--- config.mk ---
export PLATFORM = sky130hd
export DESIGN_NAME = hall_sector_debounce_and_angle_top_flat
export DESIGN_NICKNAME = d
export VERILOG_FILES = /design/src/rtl/core/hsda_pkg.sv /design/src/rtl/core/hsda_hall_if.sv /design/src/rtl/core/hsda_result_if.sv /design/src/rtl/core/hall_sector_debounce_and_angle_top.sv /design/src/flat_wrapper.sv
export SDC_FILE = /design/constraint.sdc
export NUM_CORES = 1
export LEC_CHECK = 0
export ABC_AREA = 1
export BUFFER_PORTS_ARGS = -buffer_cell sky130_fd_sc_hd__buf_2
export CAP_MARGIN = 15
export CELL_PAD_IN_SITES_DETAIL_PLACEMENT = 1
export CELL_PAD_IN_SITES_GLOBAL_PLACEMENT = 1
export CORE_MARGIN = 1
export CORE_UTILIZATION = 40
export CTS_BUF_LIST = sky130_fd_sc_hd__clkbuf_8 sky130_fd_sc_hd__clkbuf_16
export CTS_CLUSTER_DIAMETER = 150
export DETAILED_ROUTE_END_ITERATION = 8
export HOLD_SLACK_MARGIN = 0.15
export PLACE_DENSITY = 0.84
export SLEW_MARGIN = 10
export SYNTH_ARGS = -nofsm -noshare
export SYNTH_HDL_FRONTEND = slang
export SYNTH_SLANG_ARGS = --single-unit
--- constraint.sdc ---
create_clock -name clk -period 7.8 [get_ports clk]
set_input_delay 0.78 -clock clk [delete_from_list [all_inputs] [get_ports clk]]
set_output_delay 0.78 -clock clk [all_outputs]
set_load 0.1 [all_outputs]
--- src/rtl/core/hsda_pkg.sv ---
`timescale 1ns / 1ps
// ----------------------------------------------------------------------------
// hsda_pkg
// types, constants and the hall pattern decode shared by the sector decoder
// ----------------------------------------------------------------------------
package hsda_pkg;

    localparam int SECTOR_W = 3;
    localparam int ANGLE_W  = 13;
    localparam int DIR_W    = 4;
    localparam int CNT_W    = 4;
    localparam int SUM_W    = ANGLE_W + 1;

    typedef logic [SECTOR_W-1:0]       sector_t;
    typedef logic signed [ANGLE_W-1:0] angle_t;
    typedef logic signed [DIR_W-1:0]   dir_t;
    typedef logic [CNT_W-1:0]          cnt_t;
    typedef logic signed [SUM_W-1:0]   sum_t;

    localparam cnt_t   CONFIRM_RESET  = 4'd3;
    localparam cnt_t   CNT_MAX        = 4'd15;
    localparam sum_t   ANGLE_STEP     = 14'sd75;
    localparam sum_t   ANGLE_FULL     = 14'sd3600;
    localparam angle_t ANGLE_ERR_LOW  = -13'sd1;
    localparam angle_t ANGLE_ERR_JUMP = -13'sd2;
    localparam dir_t   DIR_WRAP_LO    = -4'sd5;
    localparam dir_t   DIR_WRAP_HI    = 4'sd5;
    localparam dir_t   DIR_SECTORS    = 4'sd6;
    localparam dir_t   DIR_JUMP       = 4'sd2;

    // register indexes on the apb port (byte address bit 2)
    localparam logic REG_CONFIRM_COUNT = 1'b0;

    // hall line patterns {a, b, c}
    localparam logic [2:0] PAT_ALL_LOW = 3'b000;

    typedef struct packed {
        logic    ok;
        sector_t sector;
    } sector_dec_t;

    function automatic sector_dec_t decode_pattern(input logic [2:0] pat);
        sector_dec_t d;
        d.ok = 1'b1;
        case (pat)
            3'b001:  d.sector = 3'd5;
            3'b101:  d.sector = 3'd4;
            3'b100:  d.sector = 3'd3;
            3'b110:  d.sector = 3'd2;
            3'b010:  d.sector = 3'd1;
            3'b011:  d.sector = 3'd0;
            default:
            begin
                d.ok     = 1'b0;
                d.sector = 3'd0;
            end
        endcase
        return d;
    endfunction

endpackage

--- src/rtl/core/hsda_hall_if.sv ---
`timescale 1ns / 1ps
// ----------------------------------------------------------------------------
// hsda_hall_if
// valid/ready channel carrying one sample of the three hall lines
// ----------------------------------------------------------------------------
interface hsda_hall_if;
    logic valid;
    logic ready;
    logic hall_a;
    logic hall_b;
    logic hall_c;

    modport source (output valid, output hall_a, output hall_b, output hall_c, input ready);
    modport sink   (input valid, input hall_a, input hall_b, input hall_c, output ready);
    modport monitor (input valid, input ready, input hall_a, input hall_b, input hall_c);
endinterface

--- src/rtl/core/hsda_result_if.sv ---
`timescale 1ns / 1ps
// ----------------------------------------------------------------------------
// hsda_result_if
// valid/ready channel carrying angle, direction step and debounced sector
// ----------------------------------------------------------------------------
interface hsda_result_if;
    logic             valid;
    logic             ready;
    hsda_pkg::angle_t  rotor_angle;
    hsda_pkg::dir_t    step_direction;
    hsda_pkg::sector_t accepted_sector;

    modport source (output valid, output rotor_angle, output step_direction,
                    output accepted_sector, input ready);
    modport sink   (input valid, input rotor_angle, input step_direction,
                    input accepted_sector, output ready);
    modport monitor (input valid, input ready, input rotor_angle, input step_direction,
                     input accepted_sector);
endinterface

--- src/rtl/core/hall_sector_debounce_and_angle_top.sv ---
`timescale 1ns / 1ps
// ----------------------------------------------------------------------------
// hall_sector_debounce_and_angle_top
// hall sector decode, debounce and rotor angle tracking
// ----------------------------------------------------------------------------
// channel   dir  handshake      beat contents
// hall      in   valid/ready    hall_a, hall_b, hall_c
// result    out  valid/ready    rotor_angle, step_direction, accepted_sector
// apb       in   psel/penable   confirm_count at byte address 0
//
// one hall beat accepted per clock while hall.ready is high; each beat passes
// the input register, then the result register, one result beat per hall beat
// state update and result are computed combinationally from the input register
// rst_n clears control and most tracking state and loads confirm_count with 3
// a stalled result holds in the result register while the input register
// still takes one more beat; hall.ready drops only when both are full
// ----------------------------------------------------------------------------
module hall_sector_debounce_and_angle_top
(
    input  logic                 clk,
    input  logic                 rst_n,
    hsda_hall_if.sink            hall,
    hsda_result_if.source        result,
    input  logic                 psel,
    input  logic                 penable,
    input  logic                 pwrite,
    input  logic [2:0]           paddr,
    input  logic [31:0]          pwdata,
    output logic [31:0]          prdata,
    output logic                 pready
);

    // ------------------------------------------------------------------
    // configuration register
    // ------------------------------------------------------------------
    hsda_pkg::cnt_t confirm_reg;
    logic           cfg_wr;

    assign pready = 1'b1;
    assign cfg_wr = psel && penable && pwrite && pready
                    && (paddr[2] == hsda_pkg::REG_CONFIRM_COUNT);

    always_ff @(posedge clk or negedge rst_n)
    begin
        if (!rst_n)
        begin
            confirm_reg <= hsda_pkg::CONFIRM_RESET;
        end
        else if (cfg_wr)
        begin
            confirm_reg <= pwdata[hsda_pkg::CNT_W-1:0];
        end
    end

    // other word addresses read as zero
    assign prdata = (paddr[2] == hsda_pkg::REG_CONFIRM_COUNT)
                    ? {{(32-hsda_pkg::CNT_W){1'b0}}, confirm_reg} : 32'd0;

    // ------------------------------------------------------------------
    // pipeline control: input register -> result register
    // ------------------------------------------------------------------
    logic       in_valid_reg;
    logic [2:0] pat_reg;
    logic       out_valid_reg;
    logic       advance;
    logic       in_take;

    assign advance    = in_valid_reg && (!out_valid_reg || result.ready);
    assign hall.ready = !in_valid_reg || advance;
    assign in_take    = hall.valid && hall.ready;

    always_ff @(posedge clk or negedge rst_n)
    begin
        if (!rst_n)
        begin
            in_valid_reg  <= 1'b0;
            out_valid_reg <= 1'b0;
        end
        else
        begin
            if (in_take)
            begin
                in_valid_reg <= 1'b1;
            end
            else if (advance)
            begin
                in_valid_reg <= 1'b0;
            end

            if (advance)
            begin
                out_valid_reg <= 1'b1;
            end
            else if (result.ready)
            begin
                out_valid_reg <= 1'b0;
            end
        end
    end

    // pattern register carries no reset
    always_ff @(posedge clk)
    begin
        if (in_take)
        begin
            pat_reg <= {hall.hall_a, hall.hall_b, hall.hall_c};
        end
    end

    // ------------------------------------------------------------------
    // tracking state
    // ------------------------------------------------------------------
    hsda_pkg::sector_t raw_reg;
    hsda_pkg::sector_t prev_reg;
    hsda_pkg::cnt_t    cnt_reg;
    hsda_pkg::sector_t cur_reg;
    hsda_pkg::sector_t ref_reg;
    logic              seeded_reg;
    hsda_pkg::angle_t  acc_reg;

    hsda_pkg::sector_dec_t dec;
    hsda_pkg::sector_t raw_next;
    hsda_pkg::sector_t cur_seed;
    hsda_pkg::sector_t ref_seed;
    hsda_pkg::cnt_t    cnt_inc;
    hsda_pkg::cnt_t    cnt_next;
    hsda_pkg::sector_t cur_next;
    logic              repeat_hit;
    hsda_pkg::dir_t    diff;
    hsda_pkg::dir_t    dir;
    hsda_pkg::sum_t    step;
    hsda_pkg::sum_t    sum;
    hsda_pkg::sum_t    sum_wrapped;
    hsda_pkg::angle_t  acc_next;

    always_comb
    begin
        dec      = hsda_pkg::decode_pattern(pat_reg);
        // invalid patterns (all low, all high) keep the last raw sector
        raw_next = dec.ok ? dec.sector : raw_reg;

        // first sample seeds current and reference
        cur_seed = seeded_reg ? cur_reg : raw_next;
        ref_seed = seeded_reg ? ref_reg : raw_next;

        // debounce: a differing sector must repeat confirm_count times
        repeat_hit = (raw_next != ref_seed) && (raw_next == prev_reg);
        cnt_inc    = (cnt_reg != hsda_pkg::CNT_MAX) ? cnt_reg + 4'd1 : cnt_reg;
        cnt_next   = '0;
        cur_next   = cur_seed;
        if (repeat_hit)
        begin
            if (cnt_inc >= confirm_reg)
            begin
                cur_next = raw_next;
            end
            else
            begin
                cnt_next = cnt_inc;
            end
        end

        // sector difference wrapped into -4..4
        diff = $signed({1'b0, cur_next}) - $signed({1'b0, ref_seed});
        if (diff <= hsda_pkg::DIR_WRAP_LO)
        begin
            dir = diff + hsda_pkg::DIR_SECTORS;
        end
        else if (diff >= hsda_pkg::DIR_WRAP_HI)
        begin
            dir = diff - hsda_pkg::DIR_SECTORS;
        end
        else
        begin
            dir = diff;
        end

        // angle moves 75 per step, wrapped into 0..3599
        step = hsda_pkg::sum_t'(dir) * hsda_pkg::ANGLE_STEP;
        sum  = hsda_pkg::sum_t'(acc_reg) + step;
        if (sum >= hsda_pkg::ANGLE_FULL)
        begin
            sum_wrapped = sum - hsda_pkg::ANGLE_FULL;
        end
        else if (sum < 0)
        begin
            sum_wrapped = sum + hsda_pkg::ANGLE_FULL;
        end
        else
        begin
            sum_wrapped = sum;
        end

        // no step keeps the accumulator as is, error codes included
        acc_next = (dir != '0) ? sum_wrapped[hsda_pkg::ANGLE_W-1:0] : acc_reg;
        if (pat_reg == hsda_pkg::PAT_ALL_LOW)
        begin
            acc_next = hsda_pkg::ANGLE_ERR_LOW;
        end
        // a jump of two sectors or more overrides the all-low code
        if ((dir >= hsda_pkg::DIR_JUMP) || (dir <= -hsda_pkg::DIR_JUMP))
        begin
            acc_next = hsda_pkg::ANGLE_ERR_JUMP;
        end
    end

    always_ff @(posedge clk or negedge rst_n)
    begin
        if (!rst_n)
        begin
            raw_reg    <= '0;
            prev_reg   <= '0;
            cnt_reg    <= '0;
            seeded_reg <= 1'b0;
            acc_reg    <= '0;
        end
        else if (advance)
        begin
            raw_reg    <= raw_next;
            prev_reg   <= raw_next;
            cnt_reg    <= cnt_next;
            seeded_reg <= 1'b1;
            acc_reg    <= acc_next;
        end
    end

    // sectors are seeded by the first sample, no reset needed
    always_ff @(posedge clk)
    begin
        if (advance)
        begin
            cur_reg <= cur_next;
            ref_reg <= cur_next;
        end
    end

    // ------------------------------------------------------------------
    // result register
    // ------------------------------------------------------------------
    hsda_pkg::angle_t  angle_out_reg;
    hsda_pkg::dir_t    dir_out_reg;
    hsda_pkg::sector_t sector_out_reg;

    always_ff @(posedge clk)
    begin
        if (advance)
        begin
            angle_out_reg  <= acc_next;
            dir_out_reg    <= dir;
            sector_out_reg <= cur_next;
        end
    end

    assign result.valid           = out_valid_reg;
    assign result.rotor_angle     = angle_out_reg;
    assign result.step_direction  = dir_out_reg;
    assign result.accepted_sector = sector_out_reg;

endmodule

--- src/flat_wrapper.sv ---
// flat-port wrapper written by rule: the top's interface ports become plain ports
module hall_sector_debounce_and_angle_top_flat 
  (clk, rst_n, psel, penable, pwrite, paddr, pwdata, prdata, pready, hall_valid, hall_hall_a, hall_hall_b, hall_hall_c, hall_ready, result_valid, result_rotor_angle, result_step_direction, result_accepted_sector, result_ready);
  hsda_hall_if hall_i ();
  hsda_result_if result_i ();
  input  logic clk;
  input  logic rst_n;
  input  logic psel;
  input  logic penable;
  input  logic pwrite;
  input  logic [2:0] paddr;
  input  logic [31:0] pwdata;
  output logic [31:0] prdata;
  output logic pready;
  input wire logic [$bits(hall_i.valid)-1:0] hall_valid;
  input wire logic [$bits(hall_i.hall_a)-1:0] hall_hall_a;
  input wire logic [$bits(hall_i.hall_b)-1:0] hall_hall_b;
  input wire logic [$bits(hall_i.hall_c)-1:0] hall_hall_c;
  output wire logic [$bits(hall_i.ready)-1:0] hall_ready;
  output wire logic [$bits(result_i.valid)-1:0] result_valid;
  output wire logic [$bits(result_i.rotor_angle)-1:0] result_rotor_angle;
  output wire logic [$bits(result_i.step_direction)-1:0] result_step_direction;
  output wire logic [$bits(result_i.accepted_sector)-1:0] result_accepted_sector;
  input wire logic [$bits(result_i.ready)-1:0] result_ready;
  assign hall_i.valid = hall_valid;
  assign hall_i.hall_a = hall_hall_a;
  assign hall_i.hall_b = hall_hall_b;
  assign hall_i.hall_c = hall_hall_c;
  assign hall_ready = hall_i.ready;
  assign result_valid = result_i.valid;
  assign result_rotor_angle = result_i.rotor_angle;
  assign result_step_direction = result_i.step_direction;
  assign result_accepted_sector = result_i.accepted_sector;
  assign result_i.ready = result_ready;
  hall_sector_debounce_and_angle_top u_core (.clk(clk), .rst_n(rst_n), .hall(hall_i), .result(result_i), .psel(psel), .penable(penable), .pwrite(pwrite), .paddr(paddr), .pwdata(pwdata), .prdata(prdata), .pready(pready));
endmodule
# == Word-level counts from Yosys, hierarchy flattened ==
# Cells that the tools add are included.
# word_totals
regBits,50
in_bits,45
output_inout_bits,55
# op_classes
addsub,7
multipliers,1
order_cmp,7
eq_ne,9
mux,21
n_bitwise,1
n_reduce_logical,16
# op_table
operator,n
2-to-1 mux 13 bit,5
2-to-1 mux 4 bit,6
one-hot mux 3 bit (5 select lines),1
adder 13 x 12 -> 14 bit,1
">= comparator 14 x 13 -> 1 bit, second input constant",1
"less-than comparator 14 x 1 -> 1 bit, second input constant",1
"adder 13 bit, second input constant",1
"subtractor 13 bit, second input constant",1
"multiplier 4 x 8 -> 12 bit, second input constant",1
2-to-1 mux 3 bit,4
"== test 3 bit, second input constant",3
"== test 3 x 2 -> 1 bit, second input constant",2
logical AND 1 bit,6
OR reduction 6 bit,1
2-to-1 mux 1 bit,5
"adder 4 x 1 -> 4 bit, second input constant",1
"adder 4 bit, second input constant",1
">= comparator 4 x 3 -> 1 bit, second input constant",1
>= comparator 4 bit,1
">= comparator 4 bit, second input constant",1
"<= comparator 4 x 2 -> 1 bit, second input constant",1
"<= comparator 4 bit, second input constant",1
"!= test 4 bit, second input constant",1
nonzero test 2 bit,2
other kinds (10),13

# == Depth between registers and ports, before layout ==
# depth
ltp_word,20
depth_mapped,51
ltp_nobuf,51

# == Least setup slack after synthesis ==
# No wires, ideal clock.
# synth_path
kind,register -> register
start,reg u_core.cnt_reg[0]
end,reg u_core.angle_out_reg[4] (netlist: u_core.result.rotor_angle[4]) (data pin)
setup_time_ps,260
arrival_time_ps,6756
t_required_ps,7540
path_slack_ps,784
stages_incl_launch_ff,42
n_path_buf,0
cell_sequence,dfrtp_1 > ha_1 > nand2_1 > nor2_1 > inv_1 > o21ai_0 > ha_1 > inv_1 > a21oi_1 > o21ai_0 > nand2_1 > a21oi_1 > nor2_2 > o21ai_1 > ha_1 > inv_1 > fa_1 > xnor2_2 > [6 not listed] > ha_1 > or2_2 > fa_1 > ha_1 > or2_4 > nand2_1 > nand2_1 > nand2_2 > ha_1 > inv_1 > nor2_1 > nand4_1 > nand2_2 > nand2_4 > nor2_1 > nand2_1 > nand3_1 > nand2_1
# synth_between
elab_chain_len,17
# synth_rtl
element,line,source
"start, declared",hall_sector_debounce_and_angle_top.sv:115,hsda_pkg::cnt_t cnt_reg;
"start signal, assigned",hall_sector_debounce_and_angle_top.sv:221,cnt_reg <= cnt_next;
adder 4 x 1 -> 4 bit or != test 4 bit (tied branches),hall_sector_debounce_and_angle_top.sv:148,cnt_inc = (cnt_reg != hsda_pkg::CNT_MAX) ? cnt_reg + 4'd1 : cnt_reg;
2-to-1 mux 4 bit *,hall_sector_debounce_and_angle_top.sv:148,
>= comparator 4 bit *,hall_sector_debounce_and_angle_top.sv:153,if (cnt_inc >= confirm_reg)
2-to-1 mux 3 bit *,hall_sector_debounce_and_angle_top.sv:153,
2-to-1 mux 3 bit *,hall_sector_debounce_and_angle_top.sv:151,if (repeat_hit)
subtractor 3 x 3 -> 4 bit *,hall_sector_debounce_and_angle_top.sv:164,"diff = $signed({1'b0, cur_next}) - $signed({1'b0, ref_seed});"
subtractor 4 bit or >= comparator 4 bit (tied branches),"hall_sector_debounce_and_angle_top.sv:171, hall_sector_debounce_and_angle_top.sv:169",
2-to-1 mux 4 bit,hall_sector_debounce_and_angle_top.sv:169,else if (diff >= hsda_pkg::DIR_WRAP_HI)
[1 not listed],-,
via u_core.dir[3],hall_sector_debounce_and_angle_top.sv:130,hsda_pkg::dir_t dir;
[1 not listed],-,
adder 13 x 12 -> 14 bit,hall_sector_debounce_and_angle_top.sv:180,sum = hsda_pkg::sum_t'(acc_reg) + step;
adder 13 bit or less-than comparator 14 x 1 -> 1 bit (tied branches),"hall_sector_debounce_and_angle_top.sv:187, hall_sector_debounce_and_angle_top.sv:185",
2-to-1 mux 13 bit,hall_sector_debounce_and_angle_top.sv:185,else if (sum < 0)
2-to-1 mux 13 bit,hall_sector_debounce_and_angle_top.sv:181,if (sum >= hsda_pkg::ANGLE_FULL)
2-to-1 mux 13 bit,hall_sector_debounce_and_angle_top.sv:195,acc_next = (dir != '0) ? sum_wrapped[hsda_pkg::ANGLE_W-1:0] : acc_reg;
2-to-1 mux 13 bit,hall_sector_debounce_and_angle_top.sv:196,if (pat_reg == hsda_pkg::PAT_ALL_LOW)
2-to-1 mux 13 bit *,hall_sector_debounce_and_angle_top.sv:201,if ((dir >= hsda_pkg::DIR_JUMP) || (dir <= -hsda_pkg::DIR_JUMP))
via u_core.acc_next[4],hall_sector_debounce_and_angle_top.sv:134,hsda_pkg::angle_t acc_next;
"end signal, assigned",hall_sector_debounce_and_angle_top.sv:248,angle_out_reg <= acc_next;
"end, declared",hall_sector_debounce_and_angle_top.sv:240,hsda_pkg::angle_t angle_out_reg;
# Mark *: on every way through the listed nets, which the timed path passes. The rest lies on a longest branch.
# A chain may end at the register's enable or synchronous reset.

# == Final worst setup path ==
# Same ends and word-level chain as after synthesis.

==> impl_metrics.yaml <==
setup_path:
  timing.critical_path.fanout_max: 7
  timing.rr.start: "u_core.cnt_reg[0]$_DFFE_PN0P_"
  cp_top_family: "adder cells"
  arrival_ps: 7430
  timing.critical_path.from: "u_core.cnt_reg[0]$_DFFE_PN0P_"
  startpoint_type: "flip-flop"
  critical-path-slowest-cell: "sky130_fd_sc_hd__fa_2"
  cp_num_buf_inv: 8
  worstPathRequired_ps: 7840
  critPathMaxStageDelay_ps: 580
  criticalPathCategory: "reg2reg"
  crit_top_cell: "sky130_fd_sc_hd__nand2_1"
  cp-end-kind: "flip-flop"
synthesis:
  post_synth.cell_area_avg_um2: 7.58
  post_synth_instance_area_um2: 4640
  synth-seq-cells: 50
  synthDominantCellAreaShare: 0.149
  ys_warn_count: 0
  synth.yosys.seq_area_share: 0.295
  ys_top_cells_by_area: "sky130_fd_sc_hd__edfxtp_1 (15%), sky130_fd_sc_hd__ha_1 (15%), sky130_fd_sc_hd__nand2_1 (14%)"
  yosys.cell_types.count: 38
  synth_cells: 612
  synth_top_cell_by_area: "sky130_fd_sc_hd__edfxtp_1"
layout:
  final_cells: 805
  syn2layout_area_growth_pct: 10.9
  drive_gt1_frac: 0.180
  design_area_um2: 5150
  n_antenna_cell: 0
  num-nets-final: 772
  finalCoreUtilization: 0.465
sta:
  finalHoldWorstSlack_ps: 494
  tightest_slew_ps: 728
  report.final.slew_viol_count: 0
  number_of_hold_slack_violations_in_the_final_timing_report: 0
  finalCriticalPeriod_ps: 7380
  final-setup-viol-count: 0
  finClkSkew_ps: 8.14
  max_freq_ghz: 0.135
  final.period_utilization: 0.946
  slew-limit-headroom: 0.515
floorplanning:
  floorplan.die.width_um: 110
  number_of_placement_rows: 38
  die_h_um: 110
  floorplan.io_pins: 100
  die-area_um2: 12000
  design.core.area_um2: 11100
  start_util: 0.419
grt:
  antenna_found_initial: 0
  globalRouteTotalUtil: 0.210
  grt-busiest-layer: "met2"
  grt_start_max_net_pins: 44
  grt_remaining_overflow: 0
  globalRouteMet1Util: 0.251
  groute.layer.met2.usage: 0.397
  grt_util_met3: 0.0231
  number_of_global_route_vias_before_repair: 4203
  first_pass_grt_wire_length_um: 19600
clock_tree:
  cts-root-to-sink-buffers: 2
  clock_tree.root_cell: "sky130_fd_sc_hd__clkbuf_16"
  htreeDepth: 2
  cts.sinks: 50
  tritoncts.num_buffers: 5
  cts_clk_pin_slew_worst_paths_ps: 70
  cts_tree: "yes"
  clock_insertion_delay_worst_skew_ps: 300
routing:
  vias: 3999
  drtPass1Iterations: 4
  drt_iter0_markers: 146
  final_antenna_net_count: 0
  drt-vias-per-instance: 4.97
  drt-wirelength-per-cell_um: 14.9
  remaining_drc_errors: 0
  routed_wirelength_um: 12000
place:
  gp_routability_congestion: 0.833
  numPortBuffers: 40
  placement.cell_area_um2: 4930
  placedCellCount: 796
  dp_hpwl_um: 9560
hold_path:
  hold_path_class: "reg2reg"
  timing.hold.worst.start: "u_core.confirm_reg[0]$_DFFE_PN1P_"
run_status:
  run_status: "finished, final reports clean"
job:
  max_cap_viol_count: 0
## worst paths after layout
kind,slack (ps),to,depth (start not counted)
worst max-delay path,420,u_core.result.rotor_angle[4]$_DFFE_PP_,45
worst min-delay path,490,u_core.confirm_reg[0]$_DFFE_PN1P_,2
worst max register to register,420,u_core.result.rotor_angle[4]$_DFFE_PP_,45
worst min register to register,490,u_core.confirm_reg[0]$_DFFE_PN1P_,2
max in group asynchronous,6790,u_core.acc_reg[8]$_DFFE_PN0P_,1
min in group asynchronous,530,u_core.acc_reg[1]$_DFFE_PN0P_,1
## tightest hold or removal path: stages, from the launching register on
cell and delay (ps):
sky130_fd_sc_hd__dfstp_2 370, sky130_fd_sc_hd__inv_1 60, sky130_fd_sc_hd__a21oi_1 60
## timing repair
item                                    CTS  global route
gates resized for setup                   3            11
gates cloned                              0             0
endpoints found under the setup margin   18            18
hold buffers                              0             0
pin swaps                                 1             3
setup buffers                             1             0
endpoints found under the hold margin     0             0
## synthesized netlist by cell type (all sizes together)
cell,count
edfxtp,23
nor2,52
ha,55
xnor2,2
or2,2
nand4,13
fa,8
o211a,1
dfstp,2
nand3,41
o21bai,1
xor2,5
nor3,5
a21oi,22
o21a,1
nand3b,3
o22ai,4
dfrtp,25
inv,92
o21ai,31
buf,35
o211ai,2
nand2,185
conb,2
## metal layers
| metal | part of all wire | up-vias | wire length (µm) |
|---|---|---|---|
| li1 | - | 2009 | - |
| met4 | 0.018 | 0 | 216 |
| met1 | 0.44 | 1907 | 5260 |
| met3 | 0.020 | 17 | 239 |
| met2 | 0.52 | 66 | 6290 |
| met5 | 0 | - | 0 |
## layout by cell type, fill, tap and decap left out, types with 3 or more instances in the layout
cell type | Yosys | routed
sky130_fd_sc_hd__nand2_4 | 4 | 4
sky130_fd_sc_hd__nor2_1 | 48 | 46
sky130_fd_sc_hd__nor2_2 | 3 | 4
sky130_fd_sc_hd__o21ai_1 | 10 | 11
sky130_fd_sc_hd__conb_1 | 2 | 29
sky130_fd_sc_hd__nand4_1 | 12 | 12
sky130_fd_sc_hd__buf_2 | 1 | 40
sky130_fd_sc_hd__a21oi_2 | 5 | 5
sky130_fd_sc_hd__nor3_1 | 4 | 3
sky130_fd_sc_hd__o22ai_1 | 4 | 4
sky130_fd_sc_hd__clkbuf_16 | 0 | 6
sky130_fd_sc_hd__xor2_1 | 5 | 5
sky130_fd_sc_hd__inv_2 | 10 | 11
sky130_fd_sc_hd__nand3_2 | 3 | 3
sky130_fd_sc_hd__nand3_1 | 36 | 36
sky130_fd_sc_hd__o21ai_0 | 21 | 18
sky130_fd_sc_hd__edfxtp_1 | 23 | 23
sky130_fd_sc_hd__inv_1 | 82 | 81
sky130_fd_sc_hd__ha_1 | 55 | 55
sky130_fd_sc_hd__nand3b_1 | 3 | 3
sky130_fd_sc_hd__nand2_1 | 167 | 167
sky130_fd_sc_hd__fa_1 | 8 | 6
sky130_fd_sc_hd__dfrtp_1 | 25 | 25
sky130_fd_sc_hd__a21oi_1 | 17 | 16
sky130_fd_sc_hd__buf_4 | 30 | 13
sky130_fd_sc_hd__nand2_2 | 14 | 14
## stage by stage
step / worst slack, ps / TNS [ps]
final: 418 / 0
after detailed placement: -125 / -1230
after CTS: 54.2 / 0
after floorplan: 784 / 0
after global routing: -97.3 / -1060
after global placement: 283 / 0
## layout make-up
cell class,count,area [µm²]
timing repair buffer,53,298
tap,140,175
inverter,92,345
sequential,50,1370
clock buffer,6,150
fill,1403,5930
clock inverter,2,18.8
multi-input combinational,462,2790
## kinds of logic (layout without fill, tap and decap cells)
logic type | count (synthesis) | count (layout) | share of synthesized area
AO/OA/AOI/OAI | 62 | 62 | 0.0752
AND/OR/NAND/NOR | 301 | 301 | 0.295
XOR/XNOR | 7 | 7 | 0.0164
buffers and inverters | 127 | 153 | 0.134
other | 2 | 29 | 0.00162
adder cells (fa/ha/maj) | 63 | 63 | 0.183
flip-flops | 50 | 50 | 0.295
Power is left out: the tool's default activity adds up to more than one toggle a clock period on the data nets, which glitch-free logic cannot reach.
